## src/xoshiro_bounded_random_generator_defines.svh

```systemverilog
// Assertion macros shared by the xoshiro bounded generator RTL.
`ifndef XOSHIRO_BOUNDED_RANDOM_GENERATOR_DEFINES_SVH
`define XOSHIRO_BOUNDED_RANDOM_GENERATOR_DEFINES_SVH

`ifndef ASSERT_OFF
`define XBRG_ASSERT(lbl, clk, rstn, prop, msg) \
  lbl: assert property (@(posedge clk) disable iff (!rstn) prop) else $error(msg);
`define XBRG_ASSERT_IMP(lbl, clk, rstn, ante, cons, msg) \
  lbl: assert property (@(posedge clk) disable iff (!rstn) (ante) |-> (cons)) else $error(msg);
`else
`define XBRG_ASSERT(lbl, clk, rstn, prop, msg)
`define XBRG_ASSERT_IMP(lbl, clk, rstn, ante, cons, msg)
`endif

`endif

```

## src/xbrg_pkg.sv

```systemverilog
// Shared constants and unit request/response types for the bounded generator.
`default_nettype none

package xbrg_pkg;

  localparam logic [63:0] GOLDEN_STEP = 64'h9e3779b97f4a7c15;
  localparam logic [63:0] MIX_MUL_A   = 64'hbf58476d1ce4e5b9;
  localparam logic [63:0] MIX_MUL_B   = 64'h94d049bb133111eb;

  typedef enum logic [1:0] {
    OP_RAW   = 2'd0,
    OP_LOW32 = 2'd1,
    OP_RANGE = 2'd2,
    OP_NONE  = 2'd3
  } op_e;

  typedef struct packed {
    logic        start;
    logic [63:0] a;
    logic [63:0] b;
  } mul_req_t;

  typedef struct packed {
    logic         done;
    logic [127:0] prod;
  } mul_rsp_t;

  typedef struct packed {
    logic        start;
    logic [63:0] span;
  } urem_req_t;

  typedef struct packed {
    logic        done;
    logic [63:0] rem;
  } urem_rsp_t;

endpackage

`default_nettype wire

```

## src/xbrg_urem.sv

```systemverilog
// Bit-serial restoring remainder unit: computes (2^64 - span) mod span.
`default_nettype none

module xbrg_urem (
  input  wire logic                clk_i,
  input  wire logic                rst_ni,
  input  wire xbrg_pkg::urem_req_t req_i,
  output xbrg_pkg::urem_rsp_t      rsp_o
);

  logic [63:0] d_q;
  logic [63:0] n_q;
  logic [63:0] rem_q;
  logic [5:0]  cnt_q;
  logic        run_q;
  logic        done_q;

  logic [64:0] trial;
  logic [64:0] diff;

  assign trial = {rem_q, n_q[63]};
  assign diff  = trial - {1'b0, d_q};

  always_ff @(posedge clk_i or negedge rst_ni) begin
    if (!rst_ni) begin
      run_q  <= 1'b0;
      done_q <= 1'b0;
      cnt_q  <= '0;
    end else if (req_i.start) begin
      d_q    <= req_i.span;
      n_q    <= 64'd0 - req_i.span;
      rem_q  <= '0;
      cnt_q  <= '0;
      run_q  <= 1'b1;
      done_q <= 1'b0;
    end else if (run_q) begin
      // one quotient bit per cycle; remainder stays below the divisor
      rem_q <= diff[64] ? trial[63:0] : diff[63:0];
      n_q   <= {n_q[62:0], 1'b0};
      cnt_q <= cnt_q + 6'd1;
      if (cnt_q == 6'd63) begin
        run_q  <= 1'b0;
        done_q <= 1'b1;
      end
    end else begin
      done_q <= 1'b0;
    end
  end

  assign rsp_o.done = done_q;
  assign rsp_o.rem  = rem_q;

endmodule

`default_nettype wire

```

## config.mk

```make
export PLATFORM = sky130hd
export DESIGN_NAME = xbrg_urem
export DESIGN_NICKNAME = d
export VERILOG_FILES = /design/src/xoshiro_bounded_random_generator_defines.svh /design/src/xbrg_pkg.sv /design/src/xbrg_urem.sv
export SDC_FILE = /design/constraint.sdc
export NUM_CORES = 1
export LEC_CHECK = 0
export ABC_AREA = 1
export BUFFER_PORTS_ARGS = -buffer_cell sky130_fd_sc_hd__buf_2
export CORE_MARGIN = 2
export CORE_UTILIZATION = 55
export CTS_BUF_LIST = sky130_fd_sc_hd__clkbuf_4
export CTS_CLUSTER_DIAMETER = 120
export DETAILED_ROUTE_END_ITERATION = 16
export PLACE_DENSITY = 0.74
export SYNTH_ARGS = -nofsm -noshare
export SYNTH_HDL_FRONTEND = slang
export SYNTH_SLANG_ARGS = --single-unit
```

## constraint.sdc

```tcl
create_clock -name clk_i -period 4.2 [get_ports clk_i]
set_input_delay 1.05 -clock clk_i [delete_from_list [all_inputs] [get_ports clk_i]]
set_output_delay 1.05 -clock clk_i [all_outputs]
set_load 0.01 [all_outputs]
```

==> impl_metrics.yaml <==
status:
  status: "finished clean"
setup_path:
  worst_path_largest_cell_delay_ns: 0.60
  cpMaxStageDelayCell: "nand2_4"
  critical_path_buf_inv_count: 2
  cp_cell_sequence: "inv_1 -> ha_1 -> fa_1 -> inv_1 -> nand2_1 -> nand2_1 -> nand3_1 -> nand2_2 -> nand2_1 -> nand2_2 -> nand2_2 -> nand2_4 -> nand2_4 -> nand2_4 -> nand2_2 -> nand2_4 -> nand2_1 -> nand3_1 -> nand2_1"
  cpMostUsedCell: "nand2_1"
  critical_path.top_delay_family: "simple AND/OR/NAND/NOR gates"
  timing.critical_path.fanout_max: 64
  cp_data_arrival_time_ns: 3.86
  worst-endpoint-required_ns: 4.67
  timing.setup.critical_path_class: "flip-flop to flip-flop"
  end_kind: "flip-flop"
  worstSetupStartpointType: "flip-flop"
job:
  max_cap_viol_count: 0
layout:
  num-nets-final: 2878
  syn_to_final_growth_pct: 7.81
  post-route-util: 0.600
  drive_above_1_share: 0.0932
  final_standard_cell_count_with_taps_included_and_fillers_excluded: 3155
  finalInstanceArea_um2: 18300
floorplanning:
  dieArea_um2: 32200
  die_w_um: 180
  dieHeight_um: 180
  rows: 64
  design.portCount: 132
  core_area_um2: 30400
  start_util: 0.557
sta:
  setup_viol: 0
  report.final.hold_viol_count: 0
  timing.final.max_slew_violations: 0
  skew_ns: 0.0334
  max_slew_margin: 0.307
  max_freq_mhz: 295
  totalNegativeSetupSlack_ns: 0
  max_slew.worst_pin.slew_ns: 1.04
  final.period_utilization: 0.807
  final.min_clock_period_ns: 3.39
  grt_setup_unrepaired: "false"
route:
  drt-pass1-iter-count: 8
  drt.antenna.violating_nets: 0
  vias_per_cell: 5.32
  routed-via-count: 16800
  post-route-drc-count: 0
  wl_um: 56300
  wirelength_per_cell_um: 17.8
  detail_route.iter0.violations: 1743
pwr:
  power_per_cell_area_nw_per_um2: 366
  leakagePower_nw: 9.91
  vdd_drop_max_mv: 0.212
yosys:
  syn_area_per_cell_um2: 6.45
  postSynthNetCount: 2761
  ys.flop_type: "edfxtp_1"
  number_of_flops_mapped_to_enable_cells_by_yosys: 192
  synth.cell_area_um2: 16900
  ys_ff_latch: 200
  postSynth.asyncResetShare: 0.0400
  syn_inst: 2627
  yosys_warnings: 0
  yosysSeqAreaShare: 0.352
  count_of_cell_types_in_the_netlist: 41
cts:
  holdBufCountCts: 0
  clock_latency_ns: 0.68
  number_of_cts_inserted_buffers: 17
  tritoncts: "done"
  number_of_gates_resized_after_cts: 0
  tritoncts_num_sinks: 200
  cts.reportedPaths.clkPinSlew_ns: 0.19
  clockRootBuffer: "clkbuf_4"
  cts-root-to-sink-buffers: 2
  post-cts-setup-buffers: 0
  cts.htree.levels: 4
global_routing:
  grt_start_max_net_pins: 82
  grtUsageTotal: 0.349
  use_met3: 0.0517
  met1_usage: 0.475
  wire_length_of_the_first_global_routing_pass_um: 87000
  grtUsageMet2: 0.553
  antenna_found_initial: 2
  gr-max-usage-layer: "met2"
  number_of_global_route_vias_before_repair: 15900
  global_route.overflow_total: 0
place:
  numPlacedInstances: 3121
  io_buffers: 131
  detailedPlacementHpwl_um: 45700
  detailed_place.area_um2: 18000
  gpl.final_weighted_congestion: 0.983
worst_hold_path:
  hold_path.class: "flip-flop to flip-flop"
-- report_power, final --
group | switching (mW) | internal (mW)
registers | 0.170 | 2.45
logic | 2.05 | 0.939
clock network | 0.798 | 0.280
-- cells in the final DEF, fill, tap and decap left out, types with 23 or more instances in the layout --
master    Yosys  layout
o21ai_0      44      44
buf_2        10     130
nand3_1     166     166
edfxtp_1    192     192
nor3_1       37      37
xnor2_1      41      41
inv_1       566     564
nor2_1      205     202
a21oi_1      52      52
ha_1         66      66
nand4_1      23      23
nand2_2      41      41
nand2_1    1035    1035
xor2_1       27      27
-- flip-flops by register name (all words and copies together) (netlist names) --
signal	cells
done_q	1
run_q	1
n_q	64
cnt_q	6
rem_q	64
d_q	64
-- per-layer routing --
layer,vias to the layer above,part of all wire
li1,8239,-
met5,-,0
met1,7622,0.42
met3,137,0.083
met4,0,0.048
met2,780,0.45
-- cell families after synthesis --
group,after synthesis,synth area share
compound gates,114,0.0360
simple gates,1562,0.385
fa+ha+maj,67,0.0499
buf+inv,616,0.141
xor+xnor,68,0.0352
flops,200,0.352
-- stage by stage --
stage | power (mW) | hold slack [ns] | setup WS, ns
after floorplan | 4.68 | 0.456 | 0.555
after global routing | 7.11 | 0.541 | 0.624
final | 6.69 | 0.514 | 0.810
after detailed placement | 5.58 | 0.496 | 0.833
after global placement | 5.52 | 0.481 | 0.875
after CTS | 6.64 | 0.513 | 0.827
-- path summary, 6_finish.rpt --
kind | from | to | slack, ns | cells after the start
setup / recovery | n_q[63]$_DFFE_PP_ | rem_q[27]$_SDFFCE_PP0P_ | 0.81 | 19
hold / removal | cnt_q[5]$_DFFE_PN0N_ | run_q$_DFF_PN0_ | 0.51 | 1
setup reg to reg | n_q[63]$_DFFE_PP_ | rem_q[27]$_SDFFCE_PP0P_ | 0.81 | 19
hold reg to reg | cnt_q[5]$_DFFE_PN0N_ | run_q$_DFF_PN0_ | 0.51 | 1
max in group asynchronous | rst_ni | cnt_q[5]$_DFFE_PN0N_ | 2.93 | 2
min in group asynchronous | rst_ni | cnt_q[3]$_DFFE_PN0N_ | 0.65 | 2
-- final cells by class --
cell class                 instances  area, µm²
timing repair buffer             141        771
clock inverter                    13        134
fill                            2980      12200
clock buffer                      19        143
inverter                         573       2150
sequential                       200       5970
multi-input combinational       1811       8600
antenna                            2       5.00
tap                              396        495
-- cell usage after synthesis, drive strengths merged, types with 3 or more instances --
| master | number | area share |
|---|---|---|
| nand3 | 173 | 0.054 |
| buf | 18 | 0.0090 |
| nor2 | 218 | 0.051 |
| or2 | 3 | 0.0011 |
| edfxtp | 192 | 0.34 |
| nand3b | 8 | 0.0035 |
| nor3 | 39 | 0.012 |
| nand2 | 1082 | 0.25 |
| xor2 | 27 | 0.014 |
| a31oi | 9 | 0.0033 |
| a21oi | 53 | 0.016 |
| clkbuf | 25 | 0.0055 |
| ha | 66 | 0.049 |
| dfrtp | 8 | 0.012 |
| o21ai | 47 | 0.014 |
| nand4 | 23 | 0.0085 |
| xnor2 | 41 | 0.021 |
| inv | 573 | 0.13 |
| nor4 | 10 | 0.0046 |
Power figures use the tool's default switching activity.
