**src/xoshiro_bounded_random_generator_defines.svh**
```systemverilog
// Assertion macros shared by the xoshiro bounded generator RTL.
`ifndef XOSHIRO_BOUNDED_RANDOM_GENERATOR_DEFINES_SVH
`define XOSHIRO_BOUNDED_RANDOM_GENERATOR_DEFINES_SVH

`ifndef ASSERT_OFF
`define XBRG_ASSERT(lbl, clk, rstn, prop, msg) \
  lbl: assert property (@(posedge clk) disable iff (!rstn) prop) else $error(msg);
`define XBRG_ASSERT_IMP(lbl, clk, rstn, ante, cons, msg) \
  lbl: assert property (@(posedge clk) disable iff (!rstn) (ante) |-> (cons)) else $error(msg);
`else
`define XBRG_ASSERT(lbl, clk, rstn, prop, msg)
`define XBRG_ASSERT_IMP(lbl, clk, rstn, ante, cons, msg)
`endif

`endif

```
**src/xbrg_pkg.sv**
```systemverilog
// Shared constants and unit request/response types for the bounded generator.
`default_nettype none

package xbrg_pkg;

  localparam logic [63:0] GOLDEN_STEP = 64'h9e3779b97f4a7c15;
  localparam logic [63:0] MIX_MUL_A   = 64'hbf58476d1ce4e5b9;
  localparam logic [63:0] MIX_MUL_B   = 64'h94d049bb133111eb;

  typedef enum logic [1:0] {
    OP_RAW   = 2'd0,
    OP_LOW32 = 2'd1,
    OP_RANGE = 2'd2,
    OP_NONE  = 2'd3
  } op_e;

  typedef struct packed {
    logic        start;
    logic [63:0] a;
    logic [63:0] b;
  } mul_req_t;

  typedef struct packed {
    logic         done;
    logic [127:0] prod;
  } mul_rsp_t;

  typedef struct packed {
    logic        start;
    logic [63:0] span;
  } urem_req_t;

  typedef struct packed {
    logic        done;
    logic [63:0] rem;
  } urem_rsp_t;

endpackage

`default_nettype wire

```
**src/xbrg_wide_mul.sv**
```systemverilog
// 64x64 -> 128-bit multiplier built on one 32x32 multiplier over four partial products.
`default_nettype none

module xbrg_wide_mul (
  input  wire logic               clk_i,
  input  wire logic               rst_ni,
  input  wire xbrg_pkg::mul_req_t req_i,
  output xbrg_pkg::mul_rsp_t      rsp_o
);

  logic [63:0]  a_q, b_q;
  logic [63:0]  p_q;
  logic [1:0]   pos_q;
  logic [2:0]   cnt_q;
  logic         run_q;
  logic         done_q;
  logic [127:0] acc_q;

  logic [31:0]  a_half, b_half;
  logic [127:0] p_shifted;

  // partial product order: a0*b0, a0*b1, a1*b0, a1*b1
  assign a_half = cnt_q[1] ? a_q[63:32] : a_q[31:0];
  assign b_half = cnt_q[0] ? b_q[63:32] : b_q[31:0];

  always_comb begin
    case (pos_q)
      2'd0:    p_shifted = {64'd0, p_q};
      2'd3:    p_shifted = {p_q, 64'd0};
      default: p_shifted = {32'd0, p_q, 32'd0};
    endcase
  end

  always_ff @(posedge clk_i or negedge rst_ni) begin
    if (!rst_ni) begin
      run_q  <= 1'b0;
      done_q <= 1'b0;
      cnt_q  <= '0;
    end else if (req_i.start) begin
      a_q    <= req_i.a;
      b_q    <= req_i.b;
      acc_q  <= '0;
      cnt_q  <= '0;
      run_q  <= 1'b1;
      done_q <= 1'b0;
    end else if (run_q) begin
      if (cnt_q != 3'd4) begin
        p_q   <= 64'(a_half) * 64'(b_half);
        pos_q <= cnt_q[1:0];
      end
      if (cnt_q != 3'd0) begin
        acc_q <= acc_q + p_shifted;
      end
      if (cnt_q == 3'd4) begin
        run_q  <= 1'b0;
        done_q <= 1'b1;
      end
      cnt_q <= cnt_q + 3'd1;
    end else begin
      done_q <= 1'b0;
    end
  end

  assign rsp_o.done = done_q;
  assign rsp_o.prod = acc_q;

endmodule

`default_nettype wire

```
**config.mk**
```make
export PLATFORM = sky130hd
export DESIGN_NAME = xbrg_wide_mul
export DESIGN_NICKNAME = d
export VERILOG_FILES = /design/src/xoshiro_bounded_random_generator_defines.svh /design/src/xbrg_pkg.sv /design/src/xbrg_wide_mul.sv
export SDC_FILE = /design/constraint.sdc
export NUM_CORES = 2
export LEC_CHECK = 0
export ABC_CLOCK_PERIOD_IN_PS = 11900
export BUFFER_PORTS_ARGS = -buffer_cell sky130_fd_sc_hd__buf_2
export CAP_MARGIN = 0
export CORE_MARGIN = 4
export CORE_UTILIZATION = 44
export CTS_CLUSTER_SIZE = 24
export DETAILED_ROUTE_END_ITERATION = 6
export PLACE_DENSITY = 0.65
export SETUP_SLACK_MARGIN = 0.05
export SLEW_MARGIN = 20
export SYNTH_ARGS = -nofsm -noshare
export SYNTH_HDL_FRONTEND = slang
export SYNTH_SLANG_ARGS = --single-unit
```
**constraint.sdc**
```tcl
create_clock -name clk_i -period 11.9 [get_ports clk_i]
set_input_delay 0 -clock clk_i [delete_from_list [all_inputs] [get_ports clk_i]]
set_output_delay 0 -clock clk_i [all_outputs]
set_load 0.02 [all_outputs]
```
==> qor.json <==
{
  "status": "complete, no violations",
  "min_period_over_period": 0.898,
  "min_delay_path_depth": 2,
  "insertion_delay_ns": 0.65,
  "endpoint_of_the_worst_slack_reg_to_reg_timing_path": "p_q[58]",
  "ys_seq_elements": 327,
  "clock_tree_from_tritoncts": "yes",
  "synth_enable_flop_cells": 322,
  "wl_um": 202000,
  "worst_setup_path_type": "reg -> reg",
  "htree_num_levels": 2,
  "postSynth.topFlopCell": "sky130_fd_sc_hd__edfxtp_1",
  "final.setup.tns_ns": 0,
  "floorplan.initialDensity": 0.444,
  "synthesis.area_per_instance_um2": 8.92,
  "netlist-cell-type-count": 77,
  "worst-r2r-cell-count": 26,
  "placementRows": 128,
  "cp-end-kind": "register",
  "grt.total_usage": 0.310,
  "worstHoldEndpoint": "a_q[5]",
  "fill_cells": 11496,
  "timing_hold_violations_final": 0,
  "timing.rr.start": "cnt_q[1]",
  "required_ns": 12.28,
  "worst-slew-pin-transition_ns": 1.22,
  "tritoncts_num_sinks": 327,
  "pin_count_of_the_biggest_net_entering_global_routing": 99,
  "yosysSeqAreaShare": 0.180,
  "detail_route.vias_per_cell": 5.81,
  "asyncSetResetFlopFracSynth": 0.0153,
  "detailedRoute.firstPassIterationCount": 5,
  "finalWorstPathRequiredPeriod_ns": 10.68,
  "post_synth_instance_area_um2": 54300,
  "startpoint_type": "register",
  "setup_violations": 0,
  "core_region_area_um2": 122000,
  "ys.warnings.count": 0,
  "number_of_global_route_vias_before_repair": 47563,
  "clock_slew_at_the_register_clock_pins_of_the_worst_setup_and_hold_paths_ns": 0.06,
  "tritoncts.num_buffers": 40,
  "critPathMaxFanout": 50,
  "drv_cap": 0,
  "routed_wire_length_per_instance_um": 25.5,
  "cp.arrival_ns": 11.06,
  "remaining_overflow_grt": 0,
  "die_w_um": 359,
  "syn_to_final_growth_pct": 10.7,
  "dr.first_iter.drc_count": 4938,
  "grt_setup_unrepaired": "no",
  "global_route_wire_length_before_repair_um": 302000,
  "syn-num-nets": 7505,
  "final_common_cell": "sky130_fd_sc_hd__inv_1",
  "fraction_of_the_core_area_covered_by_cells_at_the_end_of_the_flow": 0.492,
  "layout.nets": 7692,
  "min_from": "req_i[69]",
  "die_area_um2": 129000,
  "clock_skew_ns": 0.0511,
  "place_congestion": 1.02,
  "drv_slew": 0,
  "chipHeight_um": 359,
  "hold_path.class": "in -> reg",
  "most-common-layout-cells": "939 x sky130_fd_sc_hd__inv_1, 897 x sky130_fd_sc_hd__fa_1, 890 x sky130_fd_sc_hd__nand2_1",
  "dr_total_vias": 46056,
  "dpl.hpwl_um": 158000,
  "r2r_slack_ns": 1.22,
  "ant_nets": 0,
  "number_of_buffers_on_the_longest_clock_path": 3,
  "fmaxAchievable_mhz": 93.6,
  "post_cts_resize_count": 0,
  "detail_route.drc_violations": 0,
  "drive_above_1_share": 0.0852,
  "antenna_found_initial": 3,
  "cts.repair_timing.setup_buffer_count": 0,
  "numPortBuffers": 259,
  "synth_cells": 6083,
  "ioPinCount": 260,
  "critPathLaunch": "cnt_q[1]",
  "root_buffer": "sky130_fd_sc_hd__clkbuf_16",
  "max-slew-margin-rel": 0.169
}
metrics by stage:
stage / instance area (um2) / instances / setup slack, ns / hold slack (ns)
floorplan: 54300 / 6083 / 2.91 / -0.296
global placement: 57300 / 7722 / 1.54 / 0.176
detailed placement: 57300 / 7722 / 1.47 / 0.178
CTS: 60000 / 7926 / 1.45 / 0.0300
global route: 60100 / 7927 / 0.902 / 0.0584
finish: 60100 / 7931 / 1.22 / 0.0575
critical path, stage by stage, from the launching register on:
cell	delay, ns
sky130_fd_sc_hd__dfrtp_4	1.05
sky130_fd_sc_hd__mux2i_2	1.01
sky130_fd_sc_hd__buf_4	0.37
sky130_fd_sc_hd__nor2_1	0.09
sky130_fd_sc_hd__fa_1	0.55
sky130_fd_sc_hd__inv_1	0.05
sky130_fd_sc_hd__fa_1	0.49
sky130_fd_sc_hd__fa_1	0.45
sky130_fd_sc_hd__fa_1	0.55
sky130_fd_sc_hd__inv_1	0.05
sky130_fd_sc_hd__fa_1	0.50
sky130_fd_sc_hd__inv_1	0.06
sky130_fd_sc_hd__fa_1	0.53
sky130_fd_sc_hd__inv_1	0.05
sky130_fd_sc_hd__fa_1	0.51
sky130_fd_sc_hd__fa_1	0.45
sky130_fd_sc_hd__ha_1	0.43
sky130_fd_sc_hd__nand2_1	0.19
sky130_fd_sc_hd__o21ai_0	0.42
sky130_fd_sc_hd__o2111ai_1	0.32
sky130_fd_sc_hd__a2111oi_0	0.80
sky130_fd_sc_hd__nor2_1	0.25
sky130_fd_sc_hd__o32ai_1	0.55
sky130_fd_sc_hd__a41oi_1	0.24
sky130_fd_sc_hd__o21bai_1	0.18
sky130_fd_sc_hd__a21o_1	0.15
sky130_fd_sc_hd__xor2_1	0.06
registers in the layout, summed over array words and instances, names as in the netlist:
register / count
run_q: 1
pos_q: 2
b_q: 64
cnt_q: 3
acc_q: 128
done_q: 1
a_q: 64
p_q: 64
cell usage after synthesis, types with 8 or more instances:
cell type,count,area [um2]
sky130_fd_sc_hd__and3_1,13,81.3
sky130_fd_sc_hd__o211ai_1,11,82.6
sky130_fd_sc_hd__o31ai_1,19,143
sky130_fd_sc_hd__fa_1,897,18000
sky130_fd_sc_hd__a22o_1,37,324
sky130_fd_sc_hd__a21oi_1,359,1800
sky130_fd_sc_hd__xnor2_1,115,1010
sky130_fd_sc_hd__o21a_1,23,173
sky130_fd_sc_hd__and2_1,71,444
sky130_fd_sc_hd__nor3_1,41,205
sky130_fd_sc_hd__or3_1,10,62.6
sky130_fd_sc_hd__a21boi_0,11,82.6
sky130_fd_sc_hd__nand3_1,45,225
sky130_fd_sc_hd__xor2_1,66,578
sky130_fd_sc_hd__o21ai_1,10,50.1
sky130_fd_sc_hd__a211oi_1,12,90.1
sky130_fd_sc_hd__nand4_1,76,475
sky130_fd_sc_hd__nand2b_1,13,81.3
sky130_fd_sc_hd__mux2i_1,69,691
sky130_fd_sc_hd__o21ai_0,192,961
sky130_fd_sc_hd__a221oi_1,10,87.6
sky130_fd_sc_hd__edfxtp_1,322,9670
sky130_fd_sc_hd__a21o_1,97,728
sky130_fd_sc_hd__nor4_1,12,75.1
sky130_fd_sc_hd__mux2_2,64,721
sky130_fd_sc_hd__buf_1,29,109
sky130_fd_sc_hd__clkbuf_1,287,1080
sky130_fd_sc_hd__a31oi_1,31,194
sky130_fd_sc_hd__o21bai_1,51,383
sky130_fd_sc_hd__nand2_1,890,3340
sky130_fd_sc_hd__and4_1,8,70.1
sky130_fd_sc_hd__nor2b_1,21,131
sky130_fd_sc_hd__inv_1,939,3520
sky130_fd_sc_hd__ha_1,394,4930
sky130_fd_sc_hd__nor2_1,742,2790
cells by family (layout without fill, tap and decap cells):
logic type | count (synthesis) | count (layout) | share of synthesized area
AOI/OAI and AO/OA | 927 | 927 | 0.105
xor gates and xnor gates | 181 | 181 | 0.0292
adders and majority gates | 1291 | 1291 | 0.422
buffers and inverters | 1262 | 1481 | 0.0875
DFF | 327 | 327 | 0.180
muxes | 133 | 133 | 0.0260
other | 0 | 4 | 0
and+or+nand+nor | 1962 | 1962 | 0.150
how the worst max path moves through the flow:
stage | endpoint | slack [ns]
2_1_floorplan | p_q[58] | 2.91
3_3_place_gp | p_q[58] | 1.54
3_5_place_dp | p_q[58] | 1.47
4_1_cts | p_q[58] | 1.45
5_1_grt | p_q[58] | 0.90
6_report | p_q[58] | 1.22
final cells by class:
cell class                 instances  area [um2]  area share
inverter                         939        3520      0.0587
multi-input combinational       4494       40100       0.667
timing repair buffer             468        3220      0.0536
clock buffer                      49        1050      0.0176
tap                             1625        2030      0.0338
sequential                       327        9800       0.163
antenna                            4        10.0    0.000167
clock inverter                    25         353     0.00587
routing by layer:
metal / GRT usage / wire [um]
met1: 0.399 / 77100
met4: 0.162 / 13300
met5: 0 / 0
met3: 0.0862 / 23100
met2: 0.479 / 88400
timing repair:
action | CTS | global route
endpoints found under the hold margin | 180 | 0
setup endpoints to repair | 0 | 0
hold buffers | 130 | 0
Power is left out: the tool's default activity adds up to more than one toggle a clock period on the data nets, which glitch-free logic cannot reach.
